==> config.mk <==
export PLATFORM = sky130hd
export DESIGN_NAME = button_click_classifier_top
export DESIGN_NICKNAME = d
export VERILOG_FILES = /design/src/sv/bcc_pkg.sv /design/src/sv/bcc_cfg.sv /design/src/sv/bcc_core.sv /design/src/sv/button_click_classifier_top.sv
export SDC_FILE = /design/constraint.sdc
export NUM_CORES = 1
export LEC_CHECK = 0
export BUFFER_PORTS_ARGS = -buffer_cell sky130_fd_sc_hd__buf_2
export CAP_MARGIN = 25
export CORE_MARGIN = 2
export CORE_UTILIZATION = 58
export CTS_CLUSTER_SIZE = 30
export DETAILED_ROUTE_END_ITERATION = 6
export GPL_TIMING_DRIVEN = 0
export PLACE_DENSITY = 0.87
export SYNTH_ARGS = -nofsm -noshare
export SYNTH_HDL_FRONTEND = slang
export SYNTH_SLANG_ARGS = --single-unit
==> constraint.sdc <==
create_clock -name clk_i -period 9 [get_ports clk_i]
set_input_delay 0.45 -clock clk_i [delete_from_list [all_inputs] [get_ports clk_i]]
set_output_delay 0.45 -clock clk_i [all_outputs]
set_load 0.005 [all_outputs]
==> src/sv/bcc_pkg.sv <==
// shared types and constants of the button click classifier
package bcc_pkg;

  localparam int unsigned TickBitsDefault = 16;
  localparam int unsigned ThreshW         = 16;
  localparam int unsigned AddrW           = 4;
  localparam int unsigned DataW           = 32;

  // register index, taken from paddr[3:2]
  localparam logic [1:0] REG_IDLE_LEVEL   = 2'd0;
  localparam logic [1:0] REG_DOUBLE_WIN   = 2'd1;
  localparam logic [1:0] REG_LONG_HOLD    = 2'd2;
  localparam logic [1:0] REG_EVENT_ENABLE = 2'd3;

  // reported event codes
  localparam logic [1:0] EV_NONE   = 2'd0;
  localparam logic [1:0] EV_SINGLE = 2'd1;
  localparam logic [1:0] EV_DOUBLE = 2'd2;
  localparam logic [1:0] EV_LONG   = 2'd3;

  // bits of the event enable register
  localparam int unsigned EN_SINGLE_BIT = 0;
  localparam int unsigned EN_DOUBLE_BIT = 1;
  localparam int unsigned EN_LONG_BIT   = 2;

  localparam logic [ThreshW-1:0] DoubleWinReset = 16'd20;
  localparam logic [ThreshW-1:0] LongHoldReset  = 16'd100;

  typedef struct packed {
    logic               idle_level;
    logic [ThreshW-1:0] double_window_ticks;
    logic [ThreshW-1:0] long_hold_ticks;
    logic [2:0]         event_enable;
    logic               idle_load;      // pulse: idle_level written this cycle
    logic               idle_load_val;  // value being written
  } cfg_t;

endpackage

==> src/sv/bcc_cfg.sv <==
// apb register file of the button click classifier
module bcc_cfg
  import bcc_pkg::*;
(
  input  logic             clk_i,
  input  logic             rst_ni,
  input  logic             psel,
  input  logic             penable,
  input  logic             pwrite,
  input  logic [AddrW-1:0] paddr,
  input  logic [DataW-1:0] pwdata,
  output logic [DataW-1:0] prdata,
  output logic             pready,
  output cfg_t             cfg_o
);

  logic               idle_level_q, idle_level_d;
  logic [ThreshW-1:0] double_win_q, double_win_d;
  logic [ThreshW-1:0] long_hold_q, long_hold_d;
  logic [2:0]         event_en_q, event_en_d;
  logic               wr_en;
  logic [1:0]         reg_idx;

  assign pready  = 1'b1;
  assign wr_en   = psel & penable & pwrite & pready;
  assign reg_idx = paddr[3:2];

  always_comb begin
    idle_level_d = idle_level_q;
    double_win_d = double_win_q;
    long_hold_d  = long_hold_q;
    event_en_d   = event_en_q;
    if (wr_en) begin
      unique case (reg_idx)
        REG_IDLE_LEVEL:   idle_level_d = pwdata[0];
        REG_DOUBLE_WIN:   double_win_d = pwdata[ThreshW-1:0];
        REG_LONG_HOLD:    long_hold_d  = pwdata[ThreshW-1:0];
        REG_EVENT_ENABLE: event_en_d   = pwdata[2:0];
        default:          ;
      endcase
    end
  end

  always_ff @(posedge clk_i or negedge rst_ni) begin
    if (!rst_ni) begin
      idle_level_q <= 1'b0;
      double_win_q <= DoubleWinReset;
      long_hold_q  <= LongHoldReset;
      event_en_q   <= 3'd0;
    end else begin
      idle_level_q <= idle_level_d;
      double_win_q <= double_win_d;
      long_hold_q  <= long_hold_d;
      event_en_q   <= event_en_d;
    end
  end

  always_comb begin
    prdata = '0;
    unique case (reg_idx)
      REG_IDLE_LEVEL:   prdata = DataW'(idle_level_q);
      REG_DOUBLE_WIN:   prdata = DataW'(double_win_q);
      REG_LONG_HOLD:    prdata = DataW'(long_hold_q);
      REG_EVENT_ENABLE: prdata = DataW'(event_en_q);
      default:          prdata = '0;
    endcase
  end

  always_comb begin
    cfg_o.idle_level          = idle_level_q;
    cfg_o.double_window_ticks = double_win_q;
    cfg_o.long_hold_ticks     = long_hold_q;
    cfg_o.event_enable        = event_en_q;
    cfg_o.idle_load           = wr_en && (reg_idx == REG_IDLE_LEVEL);
    cfg_o.idle_load_val       = pwdata[0];
  end

endmodule

==> src/sv/bcc_core.sv <==
// press classification state machine, advanced once per sample
module bcc_core
  import bcc_pkg::*;
#(
  parameter int unsigned TICK_BITS = TickBitsDefault
) (
  input  logic       clk_i,
  input  logic       rst_ni,
  input  cfg_t       cfg_i,
  input  logic       step_i,
  input  logic       level_i,
  output logic [1:0] event_code_o
);

  localparam int unsigned CmpW = (TICK_BITS > ThreshW) ? TICK_BITS : ThreshW;

  localparam logic [1:0] PH_IDLE          = 2'd0;
  localparam logic [1:0] PH_FIRST_PRESS   = 2'd1;
  localparam logic [1:0] PH_FIRST_RELEASE = 2'd2;
  localparam logic [1:0] PH_SECOND_PRESS  = 2'd3;

  logic [1:0]           phase_q, phase_d;
  logic [TICK_BITS-1:0] cnt_q, cnt_d;
  logic                 prior_q, prior_d;
  logic [TICK_BITS-1:0] cnt_inc;
  logic                 steady;
  logic                 long_hit;
  logic                 win_hit;
  logic [1:0]           ev;

  // saturating count of steady ticks
  assign cnt_inc  = (&cnt_q) ? cnt_q : cnt_q + 1'b1;
  assign steady   = (level_i == prior_q);
  assign long_hit = CmpW'(cnt_inc) >= CmpW'(cfg_i.long_hold_ticks);
  assign win_hit  = CmpW'(cnt_inc) >= CmpW'(cfg_i.double_window_ticks);

  always_comb begin
    phase_d = phase_q;
    cnt_d   = cnt_q;
    ev      = EV_NONE;
    unique case (phase_q)
      PH_IDLE: begin
        if (level_i != cfg_i.idle_level && prior_q == cfg_i.idle_level) begin
          phase_d = PH_FIRST_PRESS;
        end
      end
      PH_FIRST_PRESS: begin
        if (steady) begin
          cnt_d = cnt_inc;
          if (long_hit) begin
            cnt_d   = '0;
            phase_d = PH_IDLE;
            if (cfg_i.event_enable[EN_LONG_BIT]) ev = EV_LONG;
          end
        end else begin
          cnt_d   = '0;
          phase_d = PH_FIRST_RELEASE;
        end
      end
      PH_FIRST_RELEASE: begin
        if (steady) begin
          cnt_d = cnt_inc;
          if (win_hit) begin
            cnt_d   = '0;
            phase_d = PH_IDLE;
            if (cfg_i.event_enable[EN_SINGLE_BIT]) ev = EV_SINGLE;
          end
        end else begin
          cnt_d   = '0;
          phase_d = PH_SECOND_PRESS;
        end
      end
      PH_SECOND_PRESS: begin
        // no timeout here, only the release ends it
        if (!steady) begin
          phase_d = PH_IDLE;
          if (cfg_i.event_enable[EN_DOUBLE_BIT]) ev = EV_DOUBLE;
        end
      end
      default: phase_d = PH_IDLE;
    endcase
  end

  always_comb begin
    prior_d = prior_q;
    if (step_i) begin
      prior_d = level_i;
    end else if (cfg_i.idle_load) begin
      prior_d = cfg_i.idle_load_val;
    end
  end

  always_ff @(posedge clk_i or negedge rst_ni) begin
    if (!rst_ni) begin
      phase_q <= PH_IDLE;
      cnt_q   <= '0;
      prior_q <= 1'b0;
    end else begin
      prior_q <= prior_d;
      if (step_i) begin
        phase_q <= phase_d;
        cnt_q   <= cnt_d;
      end
    end
  end

  assign event_code_o = ev;

endmodule

==> src/sv/button_click_classifier_top.sv <==
// top level of the button click classifier: stream ports, pipeline, registers
//
// Usage:
//   The slave stream carries one sampled button level per scan tick in
//   s_axis_tdata[0]. The master stream returns exactly one event per sample
//   in m_axis_tdata[1:0]: none, single click, double click or long press.
//   Registers (idle level, double window, long hold, event enable) are set
//   through the apb port while no sample is in flight.
// Pipeline and throughput:
//   A sample is registered on input, classified once the output slot is
//   free, and its event lands in the output register for the master
//   stream. One sample per cycle is taken in steady state while
//   m_axis_tready stays high; the state register feedback sets that rate.
// Reset:
//   rst_ni clears the pipeline, returns the machine to idle with a zero
//   tick count and loads the register reset values.
// Stalls:
//   When the receiver holds m_axis_tready low the result stays put, an
//   empty input register still takes one more sample, then s_axis_tready drops.
module button_click_classifier_top
  import bcc_pkg::*;
#(
  parameter int unsigned TICK_BITS = TickBitsDefault
) (
  input  logic             clk_i,
  input  logic             rst_ni,
  // apb configuration
  input  logic             psel,
  input  logic             penable,
  input  logic             pwrite,
  input  logic [AddrW-1:0] paddr,
  input  logic [DataW-1:0] pwdata,
  output logic [DataW-1:0] prdata,
  output logic             pready,
  // sample stream
  input  logic             s_axis_tvalid,
  output logic             s_axis_tready,
  input  logic [7:0]       s_axis_tdata,   // [0] level, [7:1] zero
  // event stream
  output logic             m_axis_tvalid,
  input  logic             m_axis_tready,
  output logic [7:0]       m_axis_tdata    // [1:0] event_code, [7:2] zero
);

  cfg_t       cfg;
  logic       in_valid_q, in_valid_d;
  logic       in_level_q;
  logic       out_valid_q, out_valid_d;
  logic [1:0] out_code_q;
  logic [1:0] core_ev;
  logic       out_free;
  logic       step;
  logic       s_xfer;
  logic       m_xfer;

  bcc_cfg u_cfg (
    .clk_i   (clk_i),
    .rst_ni  (rst_ni),
    .psel    (psel),
    .penable (penable),
    .pwrite  (pwrite),
    .paddr   (paddr),
    .pwdata  (pwdata),
    .prdata  (prdata),
    .pready  (pready),
    .cfg_o   (cfg)
  );

  bcc_core #(
    .TICK_BITS (TICK_BITS)
  ) u_core (
    .clk_i        (clk_i),
    .rst_ni       (rst_ni),
    .cfg_i        (cfg),
    .step_i       (step),
    .level_i      (in_level_q),
    .event_code_o (core_ev)
  );

  assign out_free      = !out_valid_q || m_axis_tready;
  assign step          = in_valid_q && out_free;
  assign s_axis_tready = !in_valid_q || out_free;
  assign s_xfer        = s_axis_tvalid && s_axis_tready;
  assign m_xfer        = out_valid_q && m_axis_tready;

  always_comb begin
    in_valid_d = in_valid_q;
    if (s_xfer) begin
      in_valid_d = 1'b1;
    end else if (step) begin
      in_valid_d = 1'b0;
    end
    out_valid_d = out_valid_q;
    if (step) begin
      out_valid_d = 1'b1;
    end else if (m_xfer) begin
      out_valid_d = 1'b0;
    end
  end

  always_ff @(posedge clk_i or negedge rst_ni) begin
    if (!rst_ni) begin
      in_valid_q  <= 1'b0;
      out_valid_q <= 1'b0;
    end else begin
      in_valid_q  <= in_valid_d;
      out_valid_q <= out_valid_d;
    end
  end

  always_ff @(posedge clk_i) begin
    if (s_xfer) begin
      in_level_q <= s_axis_tdata[0];
    end
    if (step) begin
      out_code_q <= core_ev;
    end
  end

  assign m_axis_tvalid = out_valid_q;
  assign m_axis_tdata  = {6'd0, out_code_q};

  // a held input slot only blocks while the output slot is held too
  a_stall_cause: assert property (@(posedge clk_i) disable iff (!rst_ni)
    !s_axis_tready |-> (in_valid_q && out_valid_q && !m_axis_tready))
    else $error("input stalled without a blocked output");

  a_long_enabled: assert property (@(posedge clk_i) disable iff (!rst_ni)
    (step && core_ev == EV_LONG) |-> cfg.event_enable[EN_LONG_BIT])
    else $error("long press reported while disabled");

  a_single_enabled: assert property (@(posedge clk_i) disable iff (!rst_ni)
    (step && core_ev == EV_SINGLE) |-> cfg.event_enable[EN_SINGLE_BIT])
    else $error("single click reported while disabled");

  a_double_enabled: assert property (@(posedge clk_i) disable iff (!rst_ni)
    (step && core_ev == EV_DOUBLE) |-> cfg.event_enable[EN_DOUBLE_BIT])
    else $error("double click reported while disabled");

endmodule
==> impl_metrics.tcl, run 1 <==
set metrics [dict create \
    cts.repair.resized 0 \
    min_period_over_period_pct 43.4 \
    rsz0062_at_grt "no" \
    die_w_um 86.0 \
    final_nets 575 \
    cts_sinks 60 \
    path_cells "ha_1 > nand2_1 > nor4_4 > nand3_2 > nand4_1 > xnor2_1 > ha_1 > a21oi_1 > o21ai_0 > a41oi_1 > o41ai_4 > o32ai_4 > buf_6 > a22o_1" \
    cpMostUsedCell "ha_1" \
    rr_endpoint "u_core.cnt_q[9]" \
    worst_path_max_delay_cell "o32ai_4" \
    syn-instance-count 410 \
    reg2reg_from "u_core.cnt_q[0]" \
    multi_input_area_um2 2080 \
    cp.arrival_ps 4200 \
    start_util_pct 60.8 \
    post_cts_buffers 0 \
    synth-async-reset-ratio_pct 95.0 \
    routed_wl_um 9410 \
    ctsHoldBuffers 0 \
    synth_edf_count 3 \
    portBuffers 44 \
    track_usage_pct 26.9 \
    netlist_area_um2 3900 \
    status "finished clean" \
    endpoint_kind "flip-flop" \
    via_per_inst 5.80 \
    grt_pass1_vias 3250 \
    area_growth_syn_to_layout_pct 16.0 \
    tns_ps 0 \
    clock.fmax_mhz 256 \
    crit_start "u_core.cnt_q[0]" \
    clkLatencyLatePin_ps 360 \
    clock_path_buffers 2 \
    crit_end "u_core.cnt_q[9]" \
    vdd_drop_max_uv 119 \
    die_area_um2 7400 \
    ant_nets 0 \
    cp-start-kind "flip-flop" \
    maxSlewViolCount 0 \
    drive_above_1_share_pct 20.9 \
    worstRegToRegCells 14 \
    fin_total_pwr_uw 916 \
    grt_pass1_wl_um 15300 \
    max_slew_margin_pct 58.1 \
    crit_fanout 10 \
    min_path_type "in -> async" \
    cp_top_family "compound AO/OA/AOI/OAI gates" \
    fin_skew_ps 8.91 \
    firstDrtPassIters 5 \
    synth_cell_types 51 \
    place_congestion 0.912 \
    critPathBufInv 1 \
    critical_path.max_stage_delay_ps 450 \
    die_height_um 86.0 \
    core-area_um2 6420 \
    io_pins 94 \
    worstPathRequired_ps 9290 \
    cts_max_level 3 \
    path_clk_slew_ps 70 \
    root_buffer "clkbuf_8" \
    row_count 29 \
    syn_area_per_cell_um2 9.52 \
    yosysWarnings 0 \
    numCtsBuffers 9 \
    drc 0 \
    fillers 463 \
    hold_viol 0 \
    regArea_um2 1520 \
    gr-total-overflow 0 \
    tritoncts "done" \
    grt_start_max_net_pins 34 \
    grt_antenna_before_repair 0 \
    worst_pin_slew_ps 629 \
    synth_seq_cells 60 \
    post-dp-hpwl_um 6930 \
    post_drt_wl_per_cell_um 16.5 \
    leakage_uw 0.00226 \
    worstSetupPathType "reg -> reg" \
    fin_crit_ps 3910 \
    vias 3300 \
    ys.flop_type "dfrtp_1" \
    yosysSeqAreaShare_pct 39.0 \
    power_density_nw_per_um2 202 \
    path_depth 14 \
    reg2reg_setup_slack_ps 5090 \
    maxCapViolations 0 \
    drt_iter0_drc 219 \
    setup_viol 0 \
    antenna_cells 0 \
]
[flip-flops by register name, indices dropped and copies added (netlist names)]
name	count
in_level_q	1
in_valid_q	1
m_axis_tvalid	1
out_code_q	2
u_cfg.double_win_q	16
u_cfg.event_en_q	3
u_cfg.idle_level_q	1
u_cfg.long_hold_q	16
u_core.cnt_q	16
u_core.phase_q	2
u_core.prior_q	1
[Yosys cell counts (5+ instances only)]
| cell | n | share of area [%] |
|---|---|---|
| nand4_1 | 12 | 1.9 |
| nor2_1 | 12 | 1.2 |
| o21ai_0 | 25 | 3.2 |
| inv_1 | 38 | 3.7 |
| xnor2_1 | 7 | 1.6 |
| dfstp_2 | 5 | 3.4 |
| o21ai_1 | 15 | 1.9 |
| nand2b_1 | 6 | 0.96 |
| clkbuf_1 | 13 | 1.3 |
| nand3_1 | 9 | 1.2 |
| a22o_1 | 32 | 7.2 |
| mux2_2 | 7 | 2.0 |
| dfrtp_1 | 52 | 33 |
| nand2_1 | 49 | 4.7 |
| buf_4 | 23 | 4.4 |
| a21oi_1 | 16 | 2.1 |
| ha_1 | 37 | 12 |
[layer usage]
metal  vias to the layer above  global-route usage [%]  share of wire (%)
met5                         -                       0                  0
met2                       135                    44.7                 49
li1                       1557                       -                  -
met4                         0                    13.1                2.8
met1                      1583                    32.4                 41
met3                        25                    7.12                7.3
[placed cells by master (no fill, tap or decap), types with 3 or more instances in the layout]
master,Yosys,final
xor2_1,4,4
ha_1,37,37
mux2_2,7,7
and2_1,3,3
nand3_1,9,9
clkbuf_1,13,15
nor2_1,12,12
nand2_1,49,49
clkbuf_8,0,9
inv_1,38,38
nand2b_1,6,6
a21oi_1,16,16
o21ai_1,15,15
xnor2_1,7,7
buf_4,23,23
dfrtp_1,52,52
o21ai_0,25,25
buf_2,0,44
dfstp_2,5,5
a22o_1,32,32
edfxtp_1,3,3
nor2b_1,4,4
nand4_1,12,12
conb_1,2,23
and3_1,3,3
[worst min-delay path by stage]
stage,end,slack [ps],depth (start not counted)
global placement,m_axis_tvalid,460,1
detailed placement,u_cfg.long_hold_q[8],480,1
floorplan,in_valid_q,150,0
global route,u_cfg.long_hold_q[4],140,1
finish,u_cfg.long_hold_q[8],100,1
CTS,u_cfg.long_hold_q[4],110,1
[final cells by class]
class | count | area share (%)
buffer | 37 | 5.14
clock buffer | 11 | 2.90
clock inverter | 5 | 1.71
inverter | 38 | 3.15
multi-input combinational | 296 | 46.0
sequential | 60 | 33.6
tap | 77 | 2.13
timing repair buffer | 45 | 5.31
[logic make-up after synthesis]
| family | count (synthesis) | synth area share, % |
|---|---|---|
| xor+xnor | 11 | 2.47 |
| compound gates | 105 | 19.4 |
| flops | 60 | 39.0 |
| other cells | 2 | 0.192 |
| simple gates | 110 | 14.3 |
| buf+inv | 75 | 9.62 |
| mux | 10 | 3.11 |
| fa+ha+maj | 37 | 11.9 |
[stage by stage]
step | std cells | cell area [µm²] | hold slack, ps | util, % | setup WS (ps)
finish | 569 | 4530 | 95.1 | 70.5 | 5090
global route | 569 | 4530 | 145 | 70.5 | 4810
global placement | 552 | 4300 | 460 | 66.9 | 5290
floorplan | 431 | 3980 | 154 | - | 5680
detailed placement | 553 | 4320 | 483 | 67.2 | 5180
CTS | 569 | 4530 | 106 | 70.5 | 5110
[power breakdown]
group	switching, µW	internal [µW]
combinational	162	129
clock	110	155
sequential	33.9	326
total	306	610
(Power assumes the default switching activity.)
==> run 2, diff against run 1 <==
ABC_AREA = 1   (was default)
CORE_UTILIZATION = 55   (was 58)
PLACE_DENSITY = 0.82   (was 0.87)
clock period = 3.6 ns   (was 9 ns; I/O delays follow)
==> run 2 against run 1 <==
  * Via count grew 12%
  * Highest routed layer unchanged
  * Critical path type unchanged
  * Synthesized cell count grew 35%
  * Clock power grew to 2.6 times the previous value
  * Clock-buffer cell count grew 2
==> impl_metrics.tcl, run 2 <==
set metrics [dict create \
    clock.fmax_mhz 302 \
    post_cts_buffers 0 \
    numCtsBuffers 9 \
    post_drt_wl_per_cell_um 13.4 \
    yosys.area.top_type_share_pct 31.6 \
    die_height_um 90.6 \
    hold_viol 0 \
    hold_slack_ps 15.3 \
    final_util_pct 66.4 \
    fin_skew_ps 7.22 \
    fin_crit_ps 3320 \
    worst_path_max_delay_cell "dfrtp_1" \
    synth_fa_ha_area_share_pct 11.2 \
    maxCapViolations 0 \
    drt_iter0_drc 245 \
    worstRegToRegCells 20 \
    routed_wl_um 9840 \
    crit_start "u_core.cnt_q[0]" \
    critPathBufInv 4 \
    grt_pass1_vias 3691 \
    status "finished clean" \
    cpMostUsedCell "nand2_1" \
    netlist_area_um2 4120 \
    synth_edf_count 3 \
    rsz0062_at_grt "no" \
    cp-start-kind "flip-flop" \
    path_clk_slew_ps 70 \
    drc 0 \
    clock_path_buffers 2 \
    track_usage_pct 25.5 \
    via_per_inst 5.03 \
    yosysWarnings 0 \
    worstPathRequired_ps 3890 \
    endpoint_kind "flip-flop" \
    fin_cells 737 \
    ant_nets 0 \
    max_slew_margin_pct 63.1 \
    row_count 31 \
    ys_top_cells_by_count "164 x nand2_1, 75 x inv_1, 52 x dfrtp_1" \
    synth_compound_area_share_pct 12.3 \
    final_cell_mix "164 x nand2_1, 75 x inv_1, 52 x dfrtp_1" \
    leakage_uw 0.00265 \
    core-area_um2 7250 \
    vias 3710 \
    min_period_over_period_pct 92.1 \
    tritoncts "done" \
    drive_above_1_share_pct 17.6 \
    yosysSeqAreaShare_pct 37.0 \
    syn_area_per_cell_um2 7.44 \
    min_path_type "in -> reg" \
    final_common_cell "nand2_1" \
    dp_cells 720 \
    grt_antenna_before_repair 0 \
    crit_fanout 10 \
    synth_cell_types 38 \
    critical_path.max_stage_delay_ps 420 \
    syn-instance-count 554 \
    worst_pin_slew_ps 553 \
    post-dp-hpwl_um 7560 \
    yosys-top-cells-area "dfrtp_1 32%, nand2_1 15%, ha_1 11%" \
    final_nets 721 \
    largestRegisters "u_cfg.double_win_q (16), u_cfg.long_hold_q (16), u_core.cnt_q (16)" \
    tns_ps 0 \
    cp_top_family "simple AND/OR/NAND/NOR gates" \
    cts_max_level 3 \
    area_growth_syn_to_layout_pct 16.9 \
    synth_most_common_cell "nand2_1" \
    gr-total-overflow 0 \
    die_w_um 90.6 \
    synth_top_cell_by_area "dfrtp_1" \
    setup_viol 0 \
    grt_start_max_net_pins 36 \
    cts_sinks 60 \
    die_area_um2 8200 \
    clkLatencyLatePin_ps 350 \
    cp.arrival_ps 3610 \
    hold-path-cell-count 1 \
    grt_pass1_wl_um 16700 \
    synth_seq_cells 60 \
    synth-async-reset-ratio_pct 95.0 \
    antenna_cells 0 \
    worstHoldStart "s_axis_tdata[0]" \
    start_util_pct 56.8 \
    synthXorXnorAreaFrac_pct 2.55 \
    synthSimpleGateAreaFrac_pct 23.2 \
    place_congestion 0.909 \
    portBuffers 45 \
    power_density_nw_per_um2 490 \
    muxShareOfSynthArea_pct 0.547 \
    synth_top_family_by_area "simple AND/OR/NAND/NOR gates" \
    vdd_drop_max_uv 320 \
    root_buffer "clkbuf_8" \
    firstDrtPassIters 4 \
    path_depth 20 \
    worstSetupPathType "reg -> reg" \
    ys.flop_type "dfrtp_1" \
    io_pins 94 \
    path_cells "ha_1 > nand2_1 > nor2_2 > nand2_2 > nor2_4 > inv_2 > buf_6 > buf_2 > nand2_1 > ha_1 > nand2_1 > nand2_1 > nand2_1 > a21oi_1 > nor2_1 > nand2_1 > o21ai_4 > buf_4 > nand2_1 > nand2_1" \
    maxSlewViolCount 0 \
    reg2reg_from "u_core.cnt_q[0]" \
]
## run 2: cell count changes in the layout (fill, tap and decap cells not counted), sizes merged, moves of 6 or more
| cell | delta |
|---|---|
| inv | +42 |
| o22ai | +13 |
| a21oi | +11 |
| nor2 | +27 |
| xor2 | +6 |
| nand2 | +116 |
| nand2b | -7 |
| a22o | -32 |
## run 2: worst paths after layout
check	endpoint	slack, ps
max	u_core.cnt_q[5]	280
min	in_level_q	20
max reg2reg	u_core.cnt_q[5]	280
min reg2reg	u_core.cnt_q[15]	480
max in group asynchronous	u_cfg.long_hold_q[2]	2600
min in group asynchronous	u_cfg.long_hold_q[11]	350
## run 2: what timing repair did
item,4_1_cts,5_1_grt
setup endpoints to repair,0,6
gates resized for setup,0,2
hold buffers,1,0
hold endpoints to repair,22,0
## run 2: worst register-to-register path, cell delays in order, from the launching register on
cell and delay (ps):
dfrtp_1 420, ha_1 210, nand2_1 110, nor2_2 150, nand2_2 100, nor2_4 190
inv_2 90, buf_6 140, buf_2 170, nand2_1 160, ha_1 270, nand2_1 70
nand2_1 60, nand2_1 60, a21oi_1 60, nor2_1 210, nand2_1 160, o21ai_4 270
buf_4 230, nand2_1 70, nand2_1 60
## run 2: stage by stage
| stage | power (µW) | cell area [µm²] | setup slack, ps |
|---|---|---|---|
| finish | 2360 | 4820 | 285 |
| global route | 2510 | 4820 | 35.5 |
| CTS | 2350 | 4810 | 303 |
| detailed placement | 1650 | 4570 | 302 |
| global placement | 1600 | 4550 | 424 |
| floorplan | 1420 | 4200 | 895 |
## run 2: where the power goes
part	switching [µW]	internal, µW	total (µW)
clock network	282	416	698
logic	486	290	775
registers	68.4	818	886
total	836	1520	2360
## run 2: cell type report
| cell class | instances | area, µm² |
|---|---|---|
| Clock buffer | 13 | 190 |
| Buffer | 36 | 236 |
| Timing Repair Buffer | 47 | 255 |
| Inverter | 80 | 300 |
| Clock inverter | 3 | 40.0 |
| Fill cell | 644 | 2430 |
| Tap cell | 99 | 124 |
| Sequential cell | 60 | 1520 |
| Multi-Input combinational cell | 399 | 2150 |
## run 2: per-layer routing
layer / wire length (µm) / GRT usage, % / share of wire, %
met3: 473 / 3.76 / 4.8
met5: 0 / 0 / 0
met4: 310 / 12.6 / 3.2
met2: 4650 / 42.6 / 47
met1: 4400 / 32.4 / 45
## run 2: cells by family (layout without fill, tap and decap cells)
logic type / Yosys count / in the layout
simple gates: 232 / 232
mux: 2 / 2
fa+ha+maj: 37 / 37
flops: 60 / 60
buf+inv: 116 / 179
other cells: 2 / 23
xor+xnor: 12 / 12
compound gates: 93 / 93
